File: src/rtl/bitp_pkg.sv
// Shared types and codes for the boolean infix-to-postfix converter.
// No dependencies; every other file in rtl/ imports this package.
package bitp_pkg;

  localparam int STACK_DEPTH_DEF = 16;
  localparam int QUEUE_DEPTH     = 2;

  localparam int KIND_W = 3;
  localparam int ID_W   = 24;
  localparam int ERR_W  = 2;

  // Input token kind codes
  localparam logic [KIND_W-1:0] TK_OPERAND = 3'd0;
  localparam logic [KIND_W-1:0] TK_LPAREN  = 3'd1;
  localparam logic [KIND_W-1:0] TK_RPAREN  = 3'd2;
  localparam logic [KIND_W-1:0] TK_NOT     = 3'd3;
  localparam logic [KIND_W-1:0] TK_AND     = 3'd4;
  localparam logic [KIND_W-1:0] TK_OR      = 3'd5;

  // Output kind codes (operator kinds equal the stack code)
  localparam logic [KIND_W-1:0] OUT_OPERAND = 3'd0;
  localparam logic [KIND_W-1:0] OUT_END     = 3'd4;

  // Error codes
  localparam logic [ERR_W-1:0] ERR_NONE     = 2'd0;
  localparam logic [ERR_W-1:0] ERR_RPAREN   = 2'd1;
  localparam logic [ERR_W-1:0] ERR_LPAREN   = 2'd2;
  localparam logic [ERR_W-1:0] ERR_OVERFLOW = 2'd3;

  // Operator stack entry codes
  typedef enum logic [1:0] {
    OP_LP  = 2'd0,
    OP_NOT = 2'd1,
    OP_AND = 2'd2,
    OP_OR  = 2'd3
  } op_t;

  // Token class after front-end decode
  typedef enum logic [2:0] {
    CLS_OPERAND,
    CLS_LPAREN,
    CLS_RPAREN,
    CLS_NOT,
    CLS_AND,
    CLS_OR,
    CLS_NONE
  } tok_cls_t;

  // Classified token as it travels through the queue
  typedef struct packed {
    tok_cls_t               cls;
    op_t                    op;
    logic                   starts_term;
    logic signed [ID_W-1:0] id;
    logic                   last;
  } tok_t;

endpackage

File: src/rtl/bitp_queue.sv
// Two-entry token queue between the decode front end and the stack engine.
// Depends on bitp_pkg (tok_t, QUEUE_DEPTH).
module bitp_queue (
  input  logic            clk,
  input  logic            rst_n,
  input  logic            push,
  input  bitp_pkg::tok_t  push_tok,
  output logic            full,
  input  logic            pop,
  output logic            valid,
  output bitp_pkg::tok_t  head
);
  import bitp_pkg::*;

  localparam int PW = (QUEUE_DEPTH > 1) ? $clog2(QUEUE_DEPTH) : 1;
  localparam int CW = $clog2(QUEUE_DEPTH + 1);

  tok_t          mem_r [QUEUE_DEPTH];
  logic [PW-1:0] wr_ptr_r;
  logic [PW-1:0] rd_ptr_r;
  logic [CW-1:0] cnt_r;

  assign full  = (cnt_r == CW'(QUEUE_DEPTH));
  assign valid = (cnt_r != '0);
  assign head  = mem_r[rd_ptr_r];

  // Store incoming beat
  always_ff @(posedge clk) begin
    if (push) begin
      mem_r[wr_ptr_r] <= push_tok;
    end
  end

  // Advance pointers and occupancy
  always_ff @(posedge clk) begin
    if (!rst_n) begin
      wr_ptr_r <= '0;
      rd_ptr_r <= '0;
      cnt_r    <= '0;
    end else begin
      if (push) begin
        wr_ptr_r <= (wr_ptr_r == PW'(QUEUE_DEPTH - 1)) ? '0 : wr_ptr_r + 1'b1;
      end
      if (pop) begin
        rd_ptr_r <= (rd_ptr_r == PW'(QUEUE_DEPTH - 1)) ? '0 : rd_ptr_r + 1'b1;
      end
      if (push && !pop) begin
        cnt_r <= cnt_r + 1'b1;
      end else if (pop && !push) begin
        cnt_r <= cnt_r - 1'b1;
      end
    end
  end

endmodule

File: src/rtl/bitp_front.sv
// Front end: takes input beats while the queue has room and decodes the kind.
// Depends on bitp_pkg (token codes, tok_t).
module bitp_front (
  input  logic                               in_valid,
  output logic                               in_ready,
  input  logic [bitp_pkg::KIND_W-1:0]        in_token_kind,
  input  logic signed [bitp_pkg::ID_W-1:0]   in_operand_id,
  input  logic                               in_last_token,
  input  logic                               q_full,
  output logic                               q_push,
  output bitp_pkg::tok_t                     q_tok
);
  import bitp_pkg::*;

  assign in_ready = !q_full;
  assign q_push   = in_valid && !q_full;

  // Decode kind into class, stack code and term-start flag
  always_comb begin
    q_tok.id          = in_operand_id;
    q_tok.last        = in_last_token;
    q_tok.op          = OP_LP;
    q_tok.starts_term = 1'b0;
    unique case (in_token_kind)
      TK_OPERAND: begin
        q_tok.cls         = CLS_OPERAND;
        q_tok.starts_term = 1'b1;
      end
      TK_LPAREN: begin
        q_tok.cls         = CLS_LPAREN;
        q_tok.starts_term = 1'b1;
      end
      TK_RPAREN: begin
        q_tok.cls = CLS_RPAREN;
      end
      TK_NOT: begin
        q_tok.cls         = CLS_NOT;
        q_tok.op          = OP_NOT;
        q_tok.starts_term = 1'b1;
      end
      TK_AND: begin
        q_tok.cls = CLS_AND;
        q_tok.op  = OP_AND;
      end
      TK_OR: begin
        q_tok.cls = CLS_OR;
        q_tok.op  = OP_OR;
      end
      default: begin
        q_tok.cls = CLS_NONE;
      end
    endcase
  end

endmodule

File: src/rtl/bitp_back.sv
// Back end: operator stack sequencer that emits postfix items, finishing each token before it takes the next.
// Depends on bitp_pkg (tok_t, op_t, output and error codes).
module bitp_back #(
  parameter int STACK_DEPTH = bitp_pkg::STACK_DEPTH_DEF
) (
  input  logic                               clk,
  input  logic                               rst_n,
  input  logic                               impl_and_en,
  input  logic                               q_valid,
  input  bitp_pkg::tok_t                     q_head,
  output logic                               q_pop,
  output logic                               out_valid,
  input  logic                               out_ready,
  output logic [bitp_pkg::KIND_W-1:0]        out_kind,
  output logic signed [bitp_pkg::ID_W-1:0]   out_id,
  output logic                               out_last,
  output logic [bitp_pkg::ERR_W-1:0]         out_error_code
);
  import bitp_pkg::*;

  localparam int CW = $clog2(STACK_DEPTH + 1);

  typedef enum logic [4:0] {
    ST_IDLE  = 5'b00001,
    ST_IMPL  = 5'b00010,
    ST_MAIN  = 5'b00100,
    ST_FLUSH = 5'b01000,
    ST_END   = 5'b10000
  } state_t;

  state_t                 state_r, state_nxt;
  tok_t                   tok_r, tok_nxt;
  op_t                    stk_r [STACK_DEPTH];
  logic [CW-1:0]          cnt_r;
  logic                   prev_r, prev_nxt;
  logic                   err_lat_r, err_lat_nxt;
  logic [ERR_W-1:0]       err_r, err_nxt;
  logic                   emitted_r, emitted_nxt;

  logic                   ovalid_r;
  logic [KIND_W-1:0]      okind_r;
  logic signed [ID_W-1:0] oid_r;
  logic                   olast_r;
  logic [ERR_W-1:0]       oerr_r;

  logic                   can_emit;
  logic                   do_emit;
  logic [KIND_W-1:0]      e_kind;
  logic signed [ID_W-1:0] e_id;
  logic                   e_last;
  logic [ERR_W-1:0]       e_err;
  logic                   do_push;
  op_t                    push_code;
  logic                   do_pop;
  logic                   do_clear;

  op_t                    top;
  op_t                    below;
  logic                   stk_empty;
  logic                   stk_full;

  assign top       = stk_r[0];
  assign below     = stk_r[1];
  assign stk_empty = (cnt_r == '0);
  assign stk_full  = (cnt_r == CW'(STACK_DEPTH));
  assign can_emit  = !ovalid_r || out_ready;

  // True when the top entry binds at least as tight as operator c
  function automatic logic pops_over(input op_t t, input logic nonempty, input op_t c);
    pops_over = nonempty && (t != OP_LP) && (t <= c);
  endfunction

  // Sequence one token: implicit AND, the token itself, then the end flush or an error marker
  always_comb begin
    state_nxt   = state_r;
    tok_nxt     = tok_r;
    prev_nxt    = prev_r;
    err_lat_nxt = err_lat_r;
    err_nxt     = err_r;
    emitted_nxt = emitted_r;
    q_pop       = 1'b0;
    do_emit     = 1'b0;
    e_kind      = OUT_END;
    e_id        = '0;
    e_last      = 1'b0;
    e_err       = ERR_NONE;
    do_push     = 1'b0;
    push_code   = OP_LP;
    do_pop      = 1'b0;
    do_clear    = 1'b0;

    unique case (state_r)
      ST_IDLE: begin
        if (q_valid) begin
          q_pop = 1'b1;
          if (err_lat_r) begin
            // Drop tokens until the end of the broken expression
            if (q_head.last) begin
              do_clear    = 1'b1;
              err_lat_nxt = 1'b0;
            end
          end else begin
            tok_nxt     = q_head;
            emitted_nxt = 1'b0;
            err_nxt     = ERR_NONE;
            if (impl_and_en && prev_r && q_head.starts_term) begin
              state_nxt = ST_IMPL;
            end else begin
              state_nxt = ST_MAIN;
            end
          end
        end
      end

      ST_IMPL: begin
        if (pops_over(top, !stk_empty, OP_AND)) begin
          if (can_emit) begin
            do_emit = 1'b1;
            e_kind  = {1'b0, top};
            do_pop  = 1'b1;
          end
        end else if (stk_full) begin
          err_nxt   = ERR_OVERFLOW;
          state_nxt = ST_END;
        end else begin
          do_push   = 1'b1;
          push_code = OP_AND;
          state_nxt = ST_MAIN;
        end
      end

      ST_MAIN: begin
        case (tok_r.cls)
          CLS_OPERAND: begin
            if (can_emit) begin
              do_emit   = 1'b1;
              e_kind    = OUT_OPERAND;
              e_id      = tok_r.id;
              e_last    = tok_r.last && stk_empty;
              prev_nxt  = 1'b1;
              state_nxt = tok_r.last ? ST_FLUSH : ST_IDLE;
            end
          end
          CLS_LPAREN, CLS_NOT: begin
            if (stk_full) begin
              err_nxt   = ERR_OVERFLOW;
              state_nxt = ST_END;
            end else begin
              do_push   = 1'b1;
              push_code = tok_r.op;
              prev_nxt  = 1'b0;
              state_nxt = tok_r.last ? ST_FLUSH : ST_IDLE;
            end
          end
          CLS_AND, CLS_OR: begin
            if (pops_over(top, !stk_empty, tok_r.op)) begin
              if (can_emit) begin
                do_emit = 1'b1;
                e_kind  = {1'b0, top};
                do_pop  = 1'b1;
              end
            end else if (stk_full) begin
              err_nxt   = ERR_OVERFLOW;
              state_nxt = ST_END;
            end else begin
              do_push   = 1'b1;
              push_code = tok_r.op;
              prev_nxt  = 1'b0;
              state_nxt = tok_r.last ? ST_FLUSH : ST_IDLE;
            end
          end
          CLS_RPAREN: begin
            if (!stk_empty && top != OP_LP) begin
              if (can_emit) begin
                // Final item if only the matching paren remains below
                do_emit = 1'b1;
                e_kind  = {1'b0, top};
                e_last  = tok_r.last && (cnt_r == CW'(2)) && (below == OP_LP);
                do_pop  = 1'b1;
              end
            end else if (stk_empty) begin
              err_nxt   = ERR_RPAREN;
              state_nxt = ST_END;
            end else begin
              do_pop    = 1'b1;
              prev_nxt  = 1'b1;
              state_nxt = tok_r.last ? ST_FLUSH : ST_IDLE;
            end
          end
          default: begin
            state_nxt = tok_r.last ? ST_FLUSH : ST_IDLE;
          end
        endcase
      end

      ST_FLUSH: begin
        if (stk_empty) begin
          if (emitted_r) begin
            do_clear  = 1'b1;
            state_nxt = ST_IDLE;
          end else if (can_emit) begin
            // Nothing carried the last flag: send a bare end marker
            do_emit   = 1'b1;
            e_last    = 1'b1;
            do_clear  = 1'b1;
            state_nxt = ST_IDLE;
          end
        end else if (top == OP_LP) begin
          err_nxt   = ERR_LPAREN;
          state_nxt = ST_END;
        end else if (can_emit) begin
          do_emit = 1'b1;
          e_kind  = {1'b0, top};
          e_last  = (cnt_r == CW'(1));
          do_pop  = 1'b1;
        end
      end

      ST_END: begin
        if (can_emit) begin
          do_emit     = 1'b1;
          e_last      = 1'b1;
          e_err       = err_r;
          do_clear    = 1'b1;
          err_lat_nxt = !tok_r.last;
          state_nxt   = ST_IDLE;
        end
      end

      default: begin
        state_nxt = ST_IDLE;
      end
    endcase

    if (do_emit) begin
      emitted_nxt = 1'b1;
    end
    if (do_clear) begin
      prev_nxt = 1'b0;
    end
  end

  // Control state
  always_ff @(posedge clk) begin
    if (!rst_n) begin
      state_r   <= ST_IDLE;
      cnt_r     <= '0;
      prev_r    <= 1'b0;
      err_lat_r <= 1'b0;
      emitted_r <= 1'b0;
      ovalid_r  <= 1'b0;
    end else begin
      state_r   <= state_nxt;
      prev_r    <= prev_nxt;
      err_lat_r <= err_lat_nxt;
      emitted_r <= emitted_nxt;
      if (do_clear) begin
        cnt_r <= '0;
      end else if (do_push) begin
        cnt_r <= cnt_r + 1'b1;
      end else if (do_pop) begin
        cnt_r <= cnt_r - 1'b1;
      end
      if (do_emit) begin
        ovalid_r <= 1'b1;
      end else if (out_ready) begin
        ovalid_r <= 1'b0;
      end
    end
  end

  // Shift stack: top lives at entry 0
  always_ff @(posedge clk) begin
    if (do_push) begin
      for (int i = STACK_DEPTH - 1; i > 0; i--) begin
        stk_r[i] <= stk_r[i-1];
      end
      stk_r[0] <= push_code;
    end else if (do_pop) begin
      for (int i = 0; i < STACK_DEPTH - 1; i++) begin
        stk_r[i] <= stk_r[i+1];
      end
    end
  end

  // Token and output payload registers
  always_ff @(posedge clk) begin
    tok_r <= tok_nxt;
    err_r <= err_nxt;
    if (do_emit) begin
      okind_r <= e_kind;
      oid_r   <= e_id;
      olast_r <= e_last;
      oerr_r  <= e_err;
    end
  end

  assign out_valid      = ovalid_r;
  assign out_kind       = okind_r;
  assign out_id         = oid_r;
  assign out_last       = olast_r;
  assign out_error_code = oerr_r;

endmodule

File: src/rtl/bool_infix_to_postfix.sv
// Boolean infix-to-postfix converter: front decode, token queue, stack engine.
// Accepted tokens wait in the two-entry queue, so new tokens are taken while the stack
//   engine is still busy; the engine finishes each token before it takes the next.
// Reset (rst_n low, synchronous): stack, queue and error state clear; implicit AND on.
// Depends on bitp_pkg, bitp_front, bitp_queue and bitp_back.
module bool_infix_to_postfix #(
  parameter int STACK_DEPTH = bitp_pkg::STACK_DEPTH_DEF
) (
  input  logic                               clk,
  input  logic                               rst_n,
  input  logic                               cfg_wr_en,
  input  logic                               cfg_wr_data,
  input  logic                               in_valid,
  output logic                               in_ready,
  input  logic [bitp_pkg::KIND_W-1:0]        in_token_kind,
  input  logic signed [bitp_pkg::ID_W-1:0]   in_operand_id,
  input  logic                               in_last_token,
  output logic                               out_valid,
  input  logic                               out_ready,
  output logic [bitp_pkg::KIND_W-1:0]        out_kind,
  output logic signed [bitp_pkg::ID_W-1:0]   out_id,
  output logic                               out_last,
  output logic [bitp_pkg::ERR_W-1:0]         out_error_code
);
  import bitp_pkg::*;

  logic impl_and_r;
  logic q_push;
  logic q_full;
  logic q_pop;
  logic q_valid;
  tok_t q_tok;
  tok_t q_head;

  // Implicit AND enable register
  always_ff @(posedge clk) begin
    if (!rst_n) begin
      impl_and_r <= 1'b1;
    end else if (cfg_wr_en) begin
      impl_and_r <= cfg_wr_data;
    end
  end

  bitp_front u_front (
    .in_valid      (in_valid),
    .in_ready      (in_ready),
    .in_token_kind (in_token_kind),
    .in_operand_id (in_operand_id),
    .in_last_token (in_last_token),
    .q_full        (q_full),
    .q_push        (q_push),
    .q_tok         (q_tok)
  );

  bitp_queue u_queue (
    .clk      (clk),
    .rst_n    (rst_n),
    .push     (q_push),
    .push_tok (q_tok),
    .full     (q_full),
    .pop      (q_pop),
    .valid    (q_valid),
    .head     (q_head)
  );

  bitp_back #(
    .STACK_DEPTH (STACK_DEPTH)
  ) u_back (
    .clk            (clk),
    .rst_n          (rst_n),
    .impl_and_en    (impl_and_r),
    .q_valid        (q_valid),
    .q_head         (q_head),
    .q_pop          (q_pop),
    .out_valid      (out_valid),
    .out_ready      (out_ready),
    .out_kind       (out_kind),
    .out_id         (out_id),
    .out_last       (out_last),
    .out_error_code (out_error_code)
  );

  // An error beat is always a final end marker
  a_err_is_end: assert property (@(posedge clk) disable iff (!rst_n)
    (out_valid && out_error_code != ERR_NONE) |-> (out_kind == OUT_END && out_last))
    else $error("error code on a beat that is not a final end marker");

  // Only operand beats carry an id
  a_id_zero: assert property (@(posedge clk) disable iff (!rst_n)
    (out_valid && out_kind != OUT_OPERAND) |-> (out_id == '0))
    else $error("nonzero id on a non-operand beat");

  // An accepted token is visible to the stack engine in the next cycle
  a_tok_queued: assert property (@(posedge clk) disable iff (!rst_n)
    (in_valid && in_ready) |=> q_valid)
    else $error("accepted token missing from queue");

endmodule

File: config.mk
export PLATFORM = sky130hd
export DESIGN_NAME = bool_infix_to_postfix
export DESIGN_NICKNAME = d
export VERILOG_FILES = /design/src/rtl/bitp_pkg.sv /design/src/rtl/bitp_queue.sv /design/src/rtl/bitp_front.sv /design/src/rtl/bitp_back.sv /design/src/rtl/bool_infix_to_postfix.sv
export SDC_FILE = /design/constraint.sdc
export NUM_CORES = 1
export LEC_CHECK = 0
export BUFFER_PORTS_ARGS = -buffer_cell sky130_fd_sc_hd__buf_2
export CAP_MARGIN = 20
export CORE_ASPECT_RATIO = 0.8
export CORE_MARGIN = 8
export CORE_UTILIZATION = 40
export DETAILED_ROUTE_END_ITERATION = 10
export GPL_TIMING_DRIVEN = 0
export PLACE_DENSITY = 0.59
export SYNTH_ARGS = -nofsm -noshare
export SYNTH_HDL_FRONTEND = slang
export SYNTH_SLANG_ARGS = --single-unit
File: constraint.sdc
create_clock -name clk -period 3.8 [get_ports clk]
set_clock_uncertainty 0.15 [all_clocks]
set_input_delay 0.57 -clock clk [delete_from_list [all_inputs] [get_ports clk]]
set_output_delay 0.57 -clock clk [all_outputs]
set_load 0.02 [all_outputs]
Word level (Yosys, flattened, before mapping) --
Memories as Yosys holds them, arrays and structs flattened. A register that Yosys moved wholly into a read port is not among the register bits. Index checks and enable logic that the tools add are counted.
Word-level totals: memory bits (writable) 94, flip-flop bits (word level) 81, memories 2, input bits 34
Memories:
- u_queue.mem_r | depth 2, bits a word 31, read ports 1, clocked after memory_dff 1, wr ports 1, line bitp_queue.sv:18 | tok_t mem_r [QUEUE_DEPTH];
- u_back.stk_r | depth 16, bits a word 2, read ports 16, clocked after memory_dff 0, wr ports 16, line bitp_back.sv:33 | op_t stk_r [STACK_DEPTH];
Cells by class: $lt $le $gt $ge 2, reduce and logical (&&, ||, !) cells 45, equal/unequal tests 36, multiplexer cells 128, add/sub/neg operators 6, bitwise logic cells 17
Operators by type and width (count):
- 5-bit two-way mux | 15
- 2-bit two-way mux | 30
- 1-bit two-way mux | 53
- 5-bit case mux with 5 select lines | 1
- 3-bit two-way mux | 8
- 5-bit case mux with 4 select lines | 1
- 3-bit case mux with 3 select lines | 2
- 3-bit case mux with 6 select lines | 1
- 2-bit inequality test (second input constant) | 8
- 2-bit nonzero test | 8
- 1-bit bitwise OR | 15
- 3-bit by 2-bit == test with 1-bit output (second input constant) | 4
- 3-bit == test (second input constant) | 4
- 1-bit case mux with 3 select lines | 4
- 2-bit case mux with 3 select lines | 2
- 3-bit AND reduction | 4
- 1-bit logical AND | 11
- 5-bit by 1-bit == test with 1-bit output (second input constant) | 2
- 5-bit by 2-bit == test with 1-bit output (second input constant) | 2
- 5-bit == test (second input constant) | 2
- 1-bit case mux with 2 select lines | 5
- 10-bit AND reduction | 1
- 1-bit case mux with 4 select lines | 2
- 2-bit case mux with 2 select lines | 2
- other kinds (30) | 47

Longest topological paths before layout --
depth in word-level cells 11, depth in mapped cells 9, depth with buffers taken out 8

Cells and area by module --
Synthesis repeated with hierarchy kept, for this count alone.
Second synthesis, totals: cells, all modules 541, area, all modules 7558.5 µm²
Modules (own cells, without submodules):
- bitp_back | seq. area each 3103.0 µm², cells each 385, area an instance 4837.1 µm², instances 1
- bitp_queue | seq. area each 1961.9 µm², cells each 118, area an instance 2447.3 µm², instances 1
- bitp_front | seq. area each 0.0 µm², cells each 35, area an instance 240.2 µm², instances 1
- bool_infix_to_postfix | seq. area each 20.0 µm², cells each 3, area an instance 33.8 µm², instances 1

Worst setup path after synthesis --
OpenSTA, ideal clock, no wires.
path kind flip-flop to flip-flop, from reg u_back.cnt_r[0], to reg u_back.oerr_r[0], in the netlist u_back.out_error_code[0], enable pin, required time 3.233 ns, setup slack 0.320 ns, buffers on the path 1, arrival time 2.914 ns, clock period less this slack 3.480 ns, cell stages (with the launch flop) 8, cells stage by stage dfxtp_1 -> inv_1 -> ha_1 -> or4b_1 -> buf_6 -> o31ai_1 -> and3b_1 -> nor2_1
Between the ends: cells in the longest elaborated chain, start to end 7, elaborated cells between the ends (all ways) 11, those cells by class 6 x mux; 5 x reduce/logical
RTL lines:
- start, declared | line bitp_back.sv:34 | logic [CW-1:0] cnt_r;
- start signal, assigned | line bitp_back.sv:260 | cnt_r <= cnt_r + 1'b1;
- start signal, assigned | line bitp_back.sv:262 | cnt_r <= cnt_r - 1'b1;
- 5-bit logical NOT * | line bitp_back.sv:64 | assign stk_empty = (cnt_r == '0);
- 1-bit logical NOT | line bitp_back.sv:116, bitp_back.sv:156, bitp_back.sv:173
- 1-bit logical AND | line bitp_back.sv:70, bitp_back.sv:173
- 1-bit logical AND | line bitp_back.sv:70 | pops_over = nonempty && (t != OP_LP) && (t <= c);
- 1-bit two-way mux | line bitp_back.sv:156 | if (pops_over(top, !stk_empty, tok_r.op)) begin
- 1-bit case mux with 3 select lines | line bitp_back.sv:133 | case (tok_r.cls)
- 1-bit case mux with 4 select lines * | line bitp_back.sv:92 | unique case (state_r)
- named net u_back.do_emit | line bitp_back.sv:47 | logic do_emit;
- end signal, assigned | line bitp_back.sv:294 | oerr_r <= e_err;
- end, declared | line bitp_back.sv:44 | logic [ERR_W-1:0] oerr_r;
Mark *: on every way through the listed nets, which the timed path passes. The rest lies on a longest branch. A chain may end at the register's enable or synchronous reset.

==> flow_summary.toml <==
[outcome]
run_status = "finished, final reports clean"

[logic_synthesis]
ys_seq_area_frac = 0.689
synth_edf_count = 156
async_reset_ff_frac = 0
netlist_area_mm2 = 0.00738
syn-num-nets = 525
postSynthCellCount = 483
yosysTopAreaCellShare = 0.634
ys.flop_type = "edfxtp_1"
synth_seq_cells = 176
synth_area_leaders = "edfxtp_1 (63%), mux2_2 (7.3%), dfxtp_1 (5.4%)"
synth.largest_area_cell = "edfxtp_1"
synth_warnings = 0
avgSynthCellArea_um2 = 15.3
synth_cell_type_count = 68

[drt]
drc = 0
dr.pass1.iters = 5
wl_per_cell_um = 17.5
drt_iter0_drc = 246
viasPerCell = 5.19
ant_nets = 0
totalWireLength_um = 14200
num_vias = 4227

[clock_tree]
cts_made_buffers = 17
holdBufCountCts = 0
clk_latency_ps = 430
clock_sinks = 176
root_buffer = "clkbuf_16"
h-tree-depth = 4
cts_tree = "done"
postCtsSetupBuffers = 0
post_cts_resized = 0
clk_pin_slew_worst_paths_ps = 70
cts.path.max_buffers = 2

[timing]
rsz0062_at_grt = "no"
min_period_ps = 3150
slew-limit-headroom = 0.466
setup_viol_count_final = 0
worstMarginPinSlew_ps = 793
fmax_ghz = 0.317
post-route-period-util = 0.830
drv_slew = 0
hold_viol = 0

[global_route]
grt_busiest_layer = "met2"
first_global_vias = 4288
grt.total_usage = 0.131
grt_pass1_wl_um = 23500
grtUsageMet1 = 0.176
grt_overflow_total = 0
grtUsageMet2 = 0.203
antenna_found_initial = 0
grtUsageMet3 = 0.0349
grt_max_degree = 32

[setup_path]
cp-start-kind = "flip-flop"
arrival_ps = 3180
crit_fanout = 10
cp.required_ps = 3830
crit_path_end_kind = "flip-flop"
critical_path_class = "reg2reg"

[pwr]
p_total_mw = 5.40
switching_share = 0.294
switchingPower_mw = 1.59
power_frac_comb = 0.191
ir_drop_mv = 0.320
p_int_mw = 3.82
powerDensity_mw_per_mm2 = 620
clock_power_share = 0.323
power.leakage_nw = 3.00
sequentialPowerShare = 0.486

[finish]
design_area_mm2 = 0.00872
nets = 613
area_growth_pct = 18.0
stdcell_count = 814
antenna_cells = 0
fill_cells = 1581
layout_commonest_cell = "edfxtp_1"
drive_gt1_frac = 0.300
final_cell_mix = "edfxtp_1 (156), buf_2 (66), mux2_2 (48)"

[die]
die_h_um = 138
ios = 66
start_util = 0.408
core_area_mm2 = 0.0181
die-area_mm2 = 0.0231
fp.dieW_um = 168
num_rows = 44

[placement]
gp_congestion = 0.870
dp_cells = 782
dpl.hpwl_um = 9810
placed_area_mm2 = 0.00811
port_buffers = 65

[hold_path]
hp-class = "in2reg"

[run]
cap_violations = 0
==> metrics by stage <==
| step | hold slack [ps] | worst slack, ps | util | TNS (ps) |
|---|---|---|---|---|
| floorplan | 270 | 320 | - | 0 |
| global placement | 279 | -696 | 0.442 | -31280 |
| detailed placement | 288 | 694 | 0.448 | 0 |
| CTS | 158 | 670 | 0.481 | 0 |
| global route | 153 | 463 | 0.481 | 0 |
| finish | 177 | 648 | 0.481 | 0 |
==> routing by layer <==
| metal | vias to the layer above | routed length [um] |
|---|---|---|
| li1 | 2016 | - |
| met1 | 2095 | 6960 |
| met2 | 94 | 6390 |
| met3 | 22 | 680 |
| met4 | 0 | 214 |
| met5 | - | 0 |
==> power groups by stage <==
stage / clock, mW / combinational, mW / sequential, mW
6_report: 1.74 / 1.03 / 2.62
5_1_grt: 1.86 / 1.14 / 2.66
4_1_cts: 1.79 / 1.04 / 2.62
3_5_place_dp: 0 / 1.03 / 2.67
3_3_place_gp: 0 / 0.952 / 2.68
2_1_floorplan: 0 / 0.709 / 2.66
==> path summary, 6_finish.rpt <==
| path | to | slack, ps | startpoint | cells past startpoint |
|---|---|---|---|---|
| worst max-delay path | u_back.stk_r[10][0]$_DFFE_PP_ | 650 | u_back.stk_r[0][1]$_DFFE_PP_ | 7 |
| worst max register to register | u_back.stk_r[10][0]$_DFFE_PP_ | 650 | u_back.stk_r[0][1]$_DFFE_PP_ | 7 |
| worst min-delay path | u_queue.mem_r[1][5]$_DFFE_PP_ | 180 | in_operand_id[4] | 1 |
| worst min register to register | u_back.stk_r[15][1]$_DFFE_PP_ | 300 | u_back.stk_r[14][1]$_DFFE_PP_ | 0 |
==> worst max-delay path: stages (launching register included) <==
cell and delay [ps]:
edfxtp_1 590, ha_1 380, nor2b_1 130, a2bb2oi_1 650, o31a_2 330, o21ai_4 130, buf_4 220, mux2_1 330
==> cell type report <==
cell class | count | area (um2) | area share
Clock buffer | 17 | 425 | 0.0488
Clock inverter | 15 | 179 | 0.0205
Buffer | 19 | 114 | 0.0131
Sequential cell | 176 | 5080 | 0.583
Inverter | 10 | 37.5 | 0.00431
Timing Repair Buffer | 69 | 405 | 0.0465
Tap cell | 230 | 288 | 0.0330
Multi-Input combinational cell | 278 | 2180 | 0.250
==> kinds of logic after synthesis <==
family | after synthesis | synth area share
muxes | 63 | 0.0949
buffers and inverters | 29 | 0.0205
adders and majority gates | 8 | 0.0136
xor gates and xnor gates | 6 | 0.00712
and+or+nand+nor | 134 | 0.101
DFF | 176 | 0.689
AOI/OAI and AO/OA | 67 | 0.0740
==> sequential cells by signal, indices dropped and copies added (netlist names), 2 cells and up, named ones only <==
| register | count |
|---|---|
| u_queue.cnt_r | 2 |
| u_back.out_id | 24 |
| u_back.stk_r | 32 |
| u_back.out_kind | 3 |
| u_back.err_r | 2 |
| u_back.tok_r | 30 |
| u_back.state_r | 5 |
| u_back.cnt_r | 5 |
| u_back.out_error_code | 2 |
| u_queue.mem_r | 62 |
==> cells in the mapped netlist (8+ instances only) <==
cell,instances
edfxtp_1,156
mux2_2,48
and2_1,34
nand2_1,24
nor2_1,22
dfxtp_1,20
o21ai_0,11
a21oi_1,10
inv_1,10
clkbuf_1,9
ha_1,8
mux2_1,8
nand3_1,8
No activity file was read; power rests on OpenSTA's default activity.
